File: src/rtl/core/tdr_pkg.sv
// Package for the triangle depth rasterizer: screen size, fixed-point widths,
// opcodes and the sequencer state type. No dependencies.
package tdr_pkg;

   // Screen and depth store geometry.
   localparam int SCREEN_WIDTH  = 256;
   localparam int SCREEN_HEIGHT = 256;
   localparam int DEPTH_ENTRIES = 65536;
   localparam int ADDR_W        = 16;
   localparam logic signed [15:0] DEPTH_FAR = 16'sh8000;

   // Datapath widths: edge sums, their magnitudes and weight quotients.
   localparam int ACC_W = 38;
   localparam int MAG_W = 37;
   localparam int QUO_W = 15;
   localparam int OPD_W = 18;

   // Command codes.
   localparam logic [1:0] OP_LOAD  = 2'd0;
   localparam logic [1:0] OP_TEST  = 2'd1;
   localparam logic [1:0] OP_CLEAR = 2'd2;

   // Sequencer states, one-hot.
   typedef enum logic [6:0] {
      ST_WIPE  = 7'b0000001,
      ST_IDLE  = 7'b0000010,
      ST_EDGE  = 7'b0000100,
      ST_CHECK = 7'b0001000,
      ST_DIV   = 7'b0010000,
      ST_DEPTH = 7'b0100000,
      ST_OUT   = 7'b1000000
   } state_type;

endpackage

File: src/rtl/core/tdr_div.sv
// Restoring divider for one barycentric weight: round(n * 16384 / d), one
// quotient bit per cycle. Depends on tdr_pkg.
module tdr_div (
   input  logic                      clock,
   input  logic                      reset,
   input  logic                      start,
   input  logic [tdr_pkg::MAG_W-1:0] num_mag,
   input  logic [tdr_pkg::MAG_W-1:0] den_mag,
   output logic                      done,
   output logic [tdr_pkg::QUO_W-1:0] quot
);

   localparam int REM_W = tdr_pkg::MAG_W + tdr_pkg::QUO_W + 1;
   localparam int CNT_W = $clog2(tdr_pkg::QUO_W);

   logic [REM_W-1:0]          rem_ff, rem_in;
   logic [REM_W-1:0]          dsh_ff, dsh_in;
   logic [tdr_pkg::QUO_W-1:0] quot_ff, quot_in;
   logic [CNT_W-1:0]          cnt_ff, cnt_in;
   logic                      run_ff, run_in;
   logic                      done_ff, done_in;
   logic                      ovf_ff, ovf_in;
   logic                      fits;
   logic [REM_W-1:0]          init_rem;

   // The dividend is 2n*2^14 + d and the divisor 2d, so the floor gives rounding.
   // A quotient too large for the register is flagged and reads as all ones,
   // which the weight clamp turns into full scale.
   always_comb begin
      fits     = rem_ff >= dsh_ff;
      init_rem = (REM_W'(num_mag) << (tdr_pkg::QUO_W)) + REM_W'(den_mag);
      rem_in   = rem_ff;
      dsh_in   = dsh_ff;
      quot_in  = quot_ff;
      cnt_in   = cnt_ff;
      run_in   = run_ff;
      ovf_in   = ovf_ff;
      done_in  = 1'b0;
      if (start) begin
         rem_in  = init_rem;
         dsh_in  = REM_W'(den_mag) << (tdr_pkg::QUO_W);
         ovf_in  = init_rem >= (REM_W'(den_mag) << (tdr_pkg::QUO_W + 1));
         quot_in = '0;
         cnt_in  = CNT_W'(tdr_pkg::QUO_W - 1);
         run_in  = 1'b1;
      end else if (run_ff) begin
         if (fits) begin
            rem_in = rem_ff - dsh_ff;
         end
         quot_in = {quot_ff[tdr_pkg::QUO_W-2:0], fits};
         dsh_in  = dsh_ff >> 1;
         cnt_in  = cnt_ff - CNT_W'(1);
         if (cnt_ff == '0) begin
            run_in  = 1'b0;
            done_in = 1'b1;
         end
      end
   end

   always_ff @(posedge clock) begin
      rem_ff  <= rem_in;
      dsh_ff  <= dsh_in;
      quot_ff <= quot_in;
      cnt_ff  <= cnt_in;
      ovf_ff  <= ovf_in;
      if (reset) begin
         run_ff  <= 1'b0;
         done_ff <= 1'b0;
      end else begin
         run_ff  <= run_in;
         done_ff <= done_in;
      end
   end

   assign done = done_ff;
   assign quot = ovf_ff ? '1 : quot_ff;

endmodule

File: config.mk
export PLATFORM = sky130hd
export DESIGN_NAME = tdr_div
export DESIGN_NICKNAME = d
export VERILOG_FILES = /design/src/rtl/core/tdr_pkg.sv /design/src/rtl/core/tdr_div.sv
export SDC_FILE = /design/constraint.sdc
export NUM_CORES = 1
export LEC_CHECK = 0
export BUFFER_PORTS_ARGS = -buffer_cell sky130_fd_sc_hd__buf_2
export CAP_MARGIN = 5
export CORE_MARGIN = 1.5
export CORE_UTILIZATION = 56
export DETAILED_ROUTE_END_ITERATION = 12
export PLACE_DENSITY = 0.76
export RECOVER_POWER = 100
export SYNTH_ARGS = -nofsm -noshare
export SYNTH_HDL_FRONTEND = slang
export SYNTH_SLANG_ARGS = --single-unit
File: constraint.sdc
create_clock -name clock -period 5 [get_ports clock]
set_input_delay 1 -clock clock [delete_from_list [all_inputs] [get_ports clock]]
set_output_delay 1 -clock clock [all_outputs]
set_load 0.01 [all_outputs]
==> flow_summary.yaml, run 1 <==
clock_tree:
  path_clk_slew_ns: 0.06
  htree_levels: 4
  cts_tree: "yes"
  insertion_delay_ns: 0.43
  clk_path_buf_depth: 2
  numCtsBuffers: 17
  post_cts_buffers: 0
  clock_sinks: 127
  cts-root-buf: "clkbuf_16"
route:
  drt-total-wl_um: 30400
  post-route-drc-count: 0
  avgViaCountPerCell: 5.95
  wire_per_inst_um: 18.3
  vias: 9901
  drtPass1Iterations: 5
  ant_nets: 0
  drtIter0Drc: 939
yosys:
  yosys.area_share.simple_pct: 19.4
  yosysUniqueCellTypes: 74
  synthArstFlopShare_pct: 0
  synth-edff-count: 91
  synthAdderAreaFrac_pct: 13.2
  synth.area.mux_share_pct: 3.69
  synthXorXnorAreaFrac_pct: 6.02
  ys_seq_area_share_pct: 31.7
  synth_top_family_by_area: "compound AO/OA/AOI/OAI gates"
  syn_nets: 1514
  syn_area_per_cell_um2: 8.24
  syn_inst: 1323
  synth_top_flop_cell: "edfxtp_1"
  ys_ff_latch: 127
  synth_compound_area_share_pct: 20.3
  ys_warn_count: 0
  netlist_area_mm2: 0.0109
timing:
  fin_setup_tns_ns: 0
  finClkSkew_ns: 0.0133
  slew_headroom_pct: -125
  finalMaxSlewViolations: 199
  tightest_slew_ns: 3.37
  fin_crit_ns: 4.75
  setup_viol: 0
  final_hold_viol_count: 0
  fmax_mhz: 210
  timing.hold.ws_ns: 0.492
  fin_crit_sh_pct: 95.0
global_routing:
  antenna_found_initial: 0
  grt_pass1_vias: 9144
  grt_start_max_net_pins: 99
  grtUsageTotal_pct: 30.6
  grt_first_pass_wirelength_um: 48000
  grt_overflow: 0
floorplanning:
  core_mm2: 0.0189
  io_pins: 93
  fp.dieH_um: 143
  die_w_um: 143
  rows: 50
  dieArea_mm2: 0.0203
  start_util_pct: 57.7
hold_path:
  hold_class: "reg -> reg"
  holdPathStages: 2
run:
  max_cap_viol_count: 3
status:
  status: "finished, violations left"
  violations: "max-capacitance violations, max-slew violations"
cells_and_area:
  final_nets: 1581
  drive_gt1_share_pct: 10.7
  num_antenna_cells: 0
  n_fill_cell: 1682
  fin_cells: 1663
  area_growth_pct: 11.2
  utilization_pct: 64.2
place:
  numPortBuffers: 92
  dp_hpwl_um: 23200
  dp_cells: 1631
  gp_congestion: 0.964
critical_path:
  crit_fanout: 6
  arrival_ns: 5.01
  end_kind: "register"
  critPathKind: "in -> reg"
  startpoint_type: "primary input"
  critPathRequiredTime_ns: 5.26
  rr_worst_depth: 11
power:
  p_leak_nw: 5.34
  power_density_mw_per_mm2: 495
  vdd_drop_max_mv: 0.279
## path summary, 6_finish.rpt
check,from,slack [ns],endpoint
worst max-delay path,den_mag[15],0.25,ovf_ff$_DFFE_PP_
worst min-delay path,quot_ff[14]$_SDFFE_PP0P_,0.49,quot_ff[14]$_SDFFE_PP0P_
worst max register to register,dsh_ff[5]$_SDFFE_PP0P_,0.59,rem_ff[11]$_DFFE_PP_
worst min register to register,quot_ff[14]$_SDFFE_PP0P_,0.49,quot_ff[14]$_SDFFE_PP0P_
## registers in the layout, summed over array words and instances, names as in the netlist
signal	flops
run_ff	1
ovf_ff	1
done	1
rem_ff	53
cnt_ff	4
dsh_ff	52
quot_ff	15
## report_power, final
| part | total (mW) | leakage, nW | internal [mW] | switching, mW |
|---|---|---|---|---|
| registers | 1.55 | 1.22 | 1.46 | 0.0900 |
| clock network | 1.29 | 0.289 | 0.793 | 0.501 |
| logic | 3.16 | 3.83 | 1.23 | 1.93 |
| total | 6.00 | 5.34 | 3.48 | 2.52 |
## synthesized netlist by cell type (3+ instances only)
cell	count	area share [%]
o211ai_1	4	0.28
nor2_1	100	3.4
nand2b_1	12	0.69
nor2b_1	16	0.92
xnor2_1	42	3.4
a21oi_1	98	4.5
or3_1	5	0.29
nand4_1	30	1.7
a21oi_2	3	0.24
a31oi_1	16	0.92
o21bai_1	12	0.83
buf_1	6	0.21
a211oi_1	11	0.76
nor3_1	12	0.55
and2_1	10	0.57
nand2_1	181	6.2
dfxtp_1	36	6.6
nor4_1	6	0.34
nand3b_1	3	0.21
a21o_1	46	3.2
nor3b_1	3	0.21
o31a_1	8	0.64
ha_1	112	13
or4_1	3	0.21
a21boi_0	3	0.21
mux2i_1	29	2.7
o21ai_1	3	0.14
nand3_1	20	0.92
or2_2	16	0.92
o21ai_0	111	5.1
inv_1	112	3.9
and3_1	15	0.86
xor2_1	33	2.6
o31ai_1	5	0.34
and4_1	6	0.48
edfxtp_1	91	25
a211o_1	4	0.32
mux2_2	10	1.0
clkbuf_1	40	1.4
o21a_1	7	0.48
## cells in the final DEF (no fill, tap or decap), types with 16 or more instances in the layout
master / synthesis / layout
edfxtp_1: 91 / 91
a21o_1: 46 / 46
nor2b_1: 16 / 16
clkbuf_16: 0 / 17
xnor2_1: 42 / 42
a21oi_1: 98 / 99
inv_1: 112 / 113
nand4_1: 30 / 30
nand2_1: 181 / 181
buf_2: 1 / 74
or2_2: 16 / 16
ha_1: 112 / 112
dfxtp_1: 36 / 36
o21ai_0: 111 / 114
clkbuf_1: 40 / 23
nor2_1: 100 / 100
mux2i_1: 29 / 29
nand3_1: 20 / 20
xor2_1: 33 / 33
## repair_timing
action,in CTS,in global routing
endpoints found under the hold margin,0,0
setup endpoints to repair,0,1
hold buffers,0,0
resized for setup,0,1
## cell families (layout without fill, tap and decap cells)
family | after synthesis | count (layout)
flops | 127 | 127
compound gates | 357 | 357
mux | 39 | 39
fa+ha+maj | 114 | 114
simple gates | 448 | 448
xor+xnor | 75 | 75
buf+inv | 163 | 243
## layout make-up
type / count / area [um2] / area share (%)
Tap cell: 260 / 325 / 2.68
Inverter: 113 / 424 / 3.50
Clock inverter: 14 / 183 / 1.51
Clock buffer: 18 / 429 / 3.54
Sequential cell: 127 / 3450 / 28.5
Multi-Input combinational cell: 1033 / 6850 / 56.5
Timing Repair Buffer: 98 / 465 / 3.84
## metal layers
metal  GRT usage, %  up-vias  wire [um]
met3           5.45       46       2640
li1               -     4841          -
met1           43.3     4570      13700
met5              0        -          0
met4           11.7        0        860
met2           46.6      444      13200
## worst max-delay path, cell delays in order
cell	delay (ns)
buf_2	0.10
ha_1	0.18
inv_1	0.06
fa_1	0.39
nor2b_1	0.16
o31a_1	0.20
o31ai_1	0.12
a21oi_1	0.27
nor2_1	0.15
o31ai_2	0.46
and3_1	0.24
xor2_1	0.25
ha_1	0.16
nand4_1	0.22
nor4_2	0.52
nand4_1	0.19
a21oi_1	0.20
a211oi_1	0.08
o31ai_1	0.06
## stage by stage
stage / power, mW / area (um2) / worst slack [ns]
final: 6.00 / 12100 / 0.249
after global routing: 6.40 / 12100 / -0.00593
after CTS: 5.94 / 12200 / 0.174
after global placement: 4.56 / 11600 / -0.172
after detailed placement: 4.61 / 11600 / -0.279
after floorplan: 3.88 / 10900 / 0.792
(Power assumes the default switching activity.)
==> inputs of run 2 (changes only) <==
==> constraint.sdc (replaced) <==
create_clock -name clock -period 5 [get_ports clock]
set_input_delay 0.25 -clock clock [delete_from_list [all_inputs] [get_ports clock]]
set_output_delay 0.25 -clock clock [all_outputs]
set_load 0.01 [all_outputs]
==> run 2 against run 1 <==
Against the previous run:
- the flow still finishes with violations (max-capacitance violations, max-slew violations)
- via count rose by 0.66%
- cell area fell by 0.16%
- sequential share of layout area rose by 0.057 points
- final cell count did not move
- core utilization fell by 0.11 points
- combinational power barely moved
- critical path depth did not move
- hold slack got worse by 0.47 ns
- clock power barely moved
- sequential power barely moved
- maximum frequency rose by 8.7%
- critical endpoint unchanged
- largest power group unchanged
- highest routed layer unchanged
==> flow_summary.yaml, run 2 (synthesized netlist as in run 1, its figures left out) <==
status:
  status: "finished, violations left"
  violations: "max-capacitance violations, max-slew violations"
power:
  vdd_drop_max_mv: 0.289
  power.share.clock_pct: 21.5
  p_seq_share_pct: 25.9
  intPower_mw: 3.48
  combPwrFrac_pct: 52.6
  p_leak_nw: 5.35
  switching_share_pct: 41.9
  power_density_mw_per_mm2: 494
  power_mw: 5.99
  p_sw_mw: 2.50
cells_and_area:
  fin_cells: 1663
  final_area_mm2: 0.0121
  largestRegisters: "rem_ff: 53 flops, dsh_ff: 52 flops, quot_ff: 15 flops"
  final_nets: 1581
  final_common_cell: "nand2_1"
  num_antenna_cells: 0
  area_growth_pct: 11.0
  drive_gt1_share_pct: 10.8
  mostFrequentLayoutCells: "nand2_1 (181), inv_1 (113), o21ai_0 (113), ha_1 (112), nor2_1 (100)"
  largest_reg_flops: 53
  regMostFlops: "rem_ff"
floorplanning:
  start_util_pct: 57.7
  dieArea_mm2: 0.0203
  fp.dieH_um: 143
  core_mm2: 0.0189
  die_w_um: 143
  rows: 50
  io_pins: 93
hold_path:
  hold_class: "in -> reg"
critical_path:
  critPathKind: "in -> reg"
  arrival_ns: 4.63
  slowest_delay_ns: 0.78
  crit_fanout: 6
  startpoint_type: "primary input"
  path_buf_inv: 2
  cp_slowest_cell: "nor4_1"
  critPathRequiredTime_ns: 5.26
  crit_chain: "buf_2 -> ha_1 -> inv_1 -> fa_1 -> nor2b_1 -> o31a_1 -> o31ai_1 -> a21oi_1 -> nor2_1 -> o31ai_2 -> and3_1 -> xor2_1 -> ha_1 -> nand4_1 -> nor4_1 -> nand4_1 -> a21oi_1 -> a211oi_1 -> o31ai_1"
  crit_family: "simple AND/OR/NAND/NOR gates"
  end_kind: "register"
timing:
  fmax_mhz: 229
  final_hold_viol_count: 0
  slew_headroom_pct: -61.3
  finalMaxSlewViolations: 90
  tightest_slew_ns: 2.42
  timing.hold.ws_ns: 0.0180
  finClkSkew_ns: 0.0113
  fin_crit_sh_pct: 87.4
  rsz0062_at_grt: "false"
  setup_viol: 0
  fin_setup_tns_ns: 0
  fin_crit_ns: 4.37
place:
  dpl_cell_area_mm2: 0.0116
  dp_cells: 1631
  numPortBuffers: 92
  gp_congestion: 0.945
  dp_hpwl_um: 24000
global_routing:
  grt_pass1_vias: 9360
  antenna_found_initial: 0
  grt_overflow: 0
  grt_first_pass_wirelength_um: 49000
  grt_start_max_net_pins: 76
  grtUsageTotal_pct: 31.3
route:
  wire_per_inst_um: 18.8
  post-route-drc-count: 0
  drt-total-wl_um: 31200
  ant_nets: 0
  drtPass1Iterations: 7
  vias: 9966
  avgViaCountPerCell: 5.99
  drtIter0Drc: 880
clock_tree:
  clock_sinks: 127
  numCtsBuffers: 17
  path_clk_slew_ns: 0.06
  ctsHoldBuffers: 0
  post_cts_buffers: 0
  clk_path_buf_depth: 2
  insertion_delay_ns: 0.43
  cts-root-buf: "clkbuf_16"
  post_cts_resized: 0
  htree_levels: 4
  cts_tree: "yes"
run:
  max_cap_viol_count: 2
-- run 2: area by class of cell --
type / count / area [um2]
well taps: 260 / 325
multi-input cells: 1033 / 6810
clock inverters: 11 / 128
repair buffers: 98 / 474
fillers: 1688 / 6780
clock buffers: 21 / 493
flip-flops and latches: 127 / 3450
inverters: 113 / 424
-- run 2: per-stage QoR --
step | util (%) | setup slack (ns)
2_1_floorplan | - | 0.898
3_3_place_gp | 61.2 | 0.439
3_5_place_dp | 61.2 | 0.283
4_1_cts | 64.5 | 0.728
5_1_grt | 64.1 | 0.406
6_report | 64.1 | 0.628
-- run 2: layer usage --
metal	vias up	track usage, %	wire [um]
met4	0	10.2	811
li1	4835	-	-
met1	4619	43.7	14200
met2	458	49.4	13800
met3	54	5.18	2380
met5	-	0	0
-- run 2: final timing paths --
| check | startpoint | endpoint | slack, ns | cells past startpoint |
|---|---|---|---|---|
| setup reg to reg | rem_ff[4]$_DFFE_PP_ | rem_ff[11]$_DFFE_PP_ | 0.72 | 10 |
| hold / removal | reset | run_ff$_SDFF_PP0_ | 0.02 | 2 |
| setup / recovery | den_mag[15] | ovf_ff$_DFFE_PP_ | 0.63 | 19 |
| hold reg to reg | quot_ff[14]$_SDFFE_PP0P_ | quot_ff[14]$_SDFFE_PP0P_ | 0.49 | 2 |
-- run 2: power groups by stage --
stage / Clock, mW / Sequential (mW) / Combinational (mW)
3_5_place_dp: 0 / 1.56 / 3.06
6_report: 1.29 / 1.55 / 3.15
3_3_place_gp: 0 / 1.55 / 3.02
2_1_floorplan: 0 / 1.53 / 2.35
5_1_grt: 1.34 / 1.57 / 3.47
4_1_cts: 1.30 / 1.54 / 3.10
==> inputs of run 3 (changes only) <==
- CORE_MARGIN: 1.5 -> unset
==> run 3 against run 2 <==
Against the previous run:
- the flow still finishes with violations (max-capacitance violations, max-slew violations)
- final cell count unchanged
- sequential power hardly changed
- register-to-register slack lost 0.05 ns
- die area fell by 1.4%
- global-route usage up 0.075 points
- largest power group unchanged
- critical endpoint is now rem_ff[51]$_DFFE_PP_
- largest cell class unchanged
- core utilization decreased by 0.38 points
- critical path type is now reg -> reg
- clock skew up 0.0037 ns
==> flow_summary.yaml, run 3 (synthesized netlist as in run 1, its figures left out) <==
cells_and_area:
  regMostFlops: "rem_ff"
  final_nets: 1581
  largest_reg_flops: 53
  drive_gt1_share_pct: 10.6
  multi_input_area_mm2: 0.00682
  utilization_pct: 63.7
  final_common_cell: "nand2_1"
  num_antenna_cells: 0
  n_fill_cell: 1675
  mostFrequentLayoutCells: "nand2_1 (181), inv_1 (113), o21ai_0 (113), ha_1 (112), nor2_1 (100)"
  final_area_mm2: 0.0120
  area_growth_pct: 10.4
  seq_area_mm2: 0.00345
  largestRegisters: "rem_ff: 53 flops, dsh_ff: 52 flops, quot_ff: 15 flops"
  fin_cells: 1663
clock_tree:
  numCtsBuffers: 17
  clk_path_buf_depth: 2
  cts-root-buf: "clkbuf_16"
  clock_sinks: 127
  insertion_delay_ns: 0.43
  post_cts_buffers: 0
  cts_tree: "yes"
  path_clk_slew_ns: 0.06
  htree_levels: 4
  post_cts_resized: 0
  ctsHoldBuffers: 1
critical_path:
  critPathRequiredTime_ns: 5.00
  crit_fanout: 53
  arrival_ns: 4.33
  crit_family: "compound AO/OA/AOI/OAI gates"
  critPathKind: "reg -> reg"
  slowest_delay_ns: 0.69
  cp_slowest_cell: "o31ai_1"
  end_kind: "register"
  rr_worst_depth: 11
  crit_chain: "inv_1 -> ha_1 -> a211oi_1 -> nor2_1 -> o31ai_1 -> o21ai_0 -> o21ai_0 -> a21oi_1 -> nand3_1 -> a31oi_4 -> clkbuf_4"
  cp_common_cell: "o21ai_0"
  crit_start: "dsh_ff[4]$_SDFFE_PP0P_"
  path_buf_inv: 2
  startpoint_type: "register"
  r2r-start: "dsh_ff[4]$_SDFFE_PP0P_"
  cp_num_cells: 11
route:
  post-route-drc-count: 0
  ant_nets: 0
  drtPass1Iterations: 5
  vias: 10000
  drtIter0Drc: 1060
  avgViaCountPerCell: 6.02
  wire_per_inst_um: 18.4
  drt-total-wl_um: 30700
timing:
  tightest_slew_ns: 3.26
  fin_crit_ns: 4.33
  fin_setup_tns_ns: 0
  finClkSkew_ns: 0.0150
  slew_headroom_pct: -118
  fmax_mhz: 231
  setup_viol: 0
  final_hold_viol_count: 0
  fin_crit_sh_pct: 86.6
  finalMaxSlewViolations: 59
  rsz0062_at_grt: "false"
hold_path:
  hold_class: "in -> reg"
  hold_start: "den_mag[35]"
  holdPathStages: 3
power:
  power_density_mw_per_mm2: 485
  p_leak_nw: 5.30
  vdd_drop_max_mv: 0.298
  power_mw: 5.83
floorplanning:
  core_mm2: 0.0189
  start_util_pct: 57.7
  rows: 50
  dieArea_mm2: 0.0200
  io_pins: 93
  fp.dieH_um: 142
  die_w_um: 142
global_routing:
  grt_overflow: 0
  antenna_found_initial: 0
  grt_first_pass_wirelength_um: 48400
  grtUsageTotal_pct: 31.4
  grt_pass1_vias: 9389
  grt_start_max_net_pins: 95
status:
  violations: "max-capacitance violations, max-slew violations"
  status: "finished, violations left"
run:
  max_cap_viol_count: 1
place:
  dp_cells: 1630
  numPortBuffers: 92
  dp_hpwl_um: 23600
  gp_congestion: 0.970
  dpl_cell_area_mm2: 0.0116
run 3: layer usage:
metal | up-vias | GRT usage [%] | routed length [um]
met4 | 0 | 12.6 | 903
met2 | 478 | 49.6 | 13400
met1 | 4623 | 43.6 | 13800
met3 | 55 | 4.02 | 2500
li1 | 4847 | - | -
met5 | - | 0 | 0
run 3: area by class of cell:
type	instances	area share, %
timing repair buffer	98	3.98
sequential	127	28.7
tap	260	2.70
clock inverter	14	0.925
clock buffer	18	3.57
multi-input combinational	1033	56.6
inverter	113	3.52
run 3: final timing paths:
check / slack, ns / endpoint
worst max-delay path: 0.67 / rem_ff[51]$_DFFE_PP_
worst min-delay path: 0.17 / dsh_ff[50]$_DFFE_PP_
worst max register to register: 0.67 / rem_ff[51]$_DFFE_PP_
worst min register to register: 0.50 / quot_ff[14]$_SDFFE_PP0P_
run 3: worst reg2reg max path, delay by kind of cell (launching register included):
family | cells | cell delay, ns
AOI/OAI and AO/OA | 6 | 2.22
buffers and inverters | 2 | 0.61
DFF | 1 | 0.35
adders and majority gates | 1 | 0.34
and+or+nand+nor | 2 | 0.34
run 3: per-stage QoR:
stage               hold WS (ns)  setup WS, ns
finish                     0.174         0.671
global route               0.172         0.419
CTS                        0.160         0.897
detailed placement         0.437         0.456
global placement           0.438         0.528
floorplan                  0.322         0.898
run 3: power by group:
group          switching, mW  internal [mW]  total (mW)
clock                  0.499          0.640        1.14
sequential            0.0913           1.45        1.55
combinational           1.93           1.22        3.15
total                   2.52           3.31        5.83
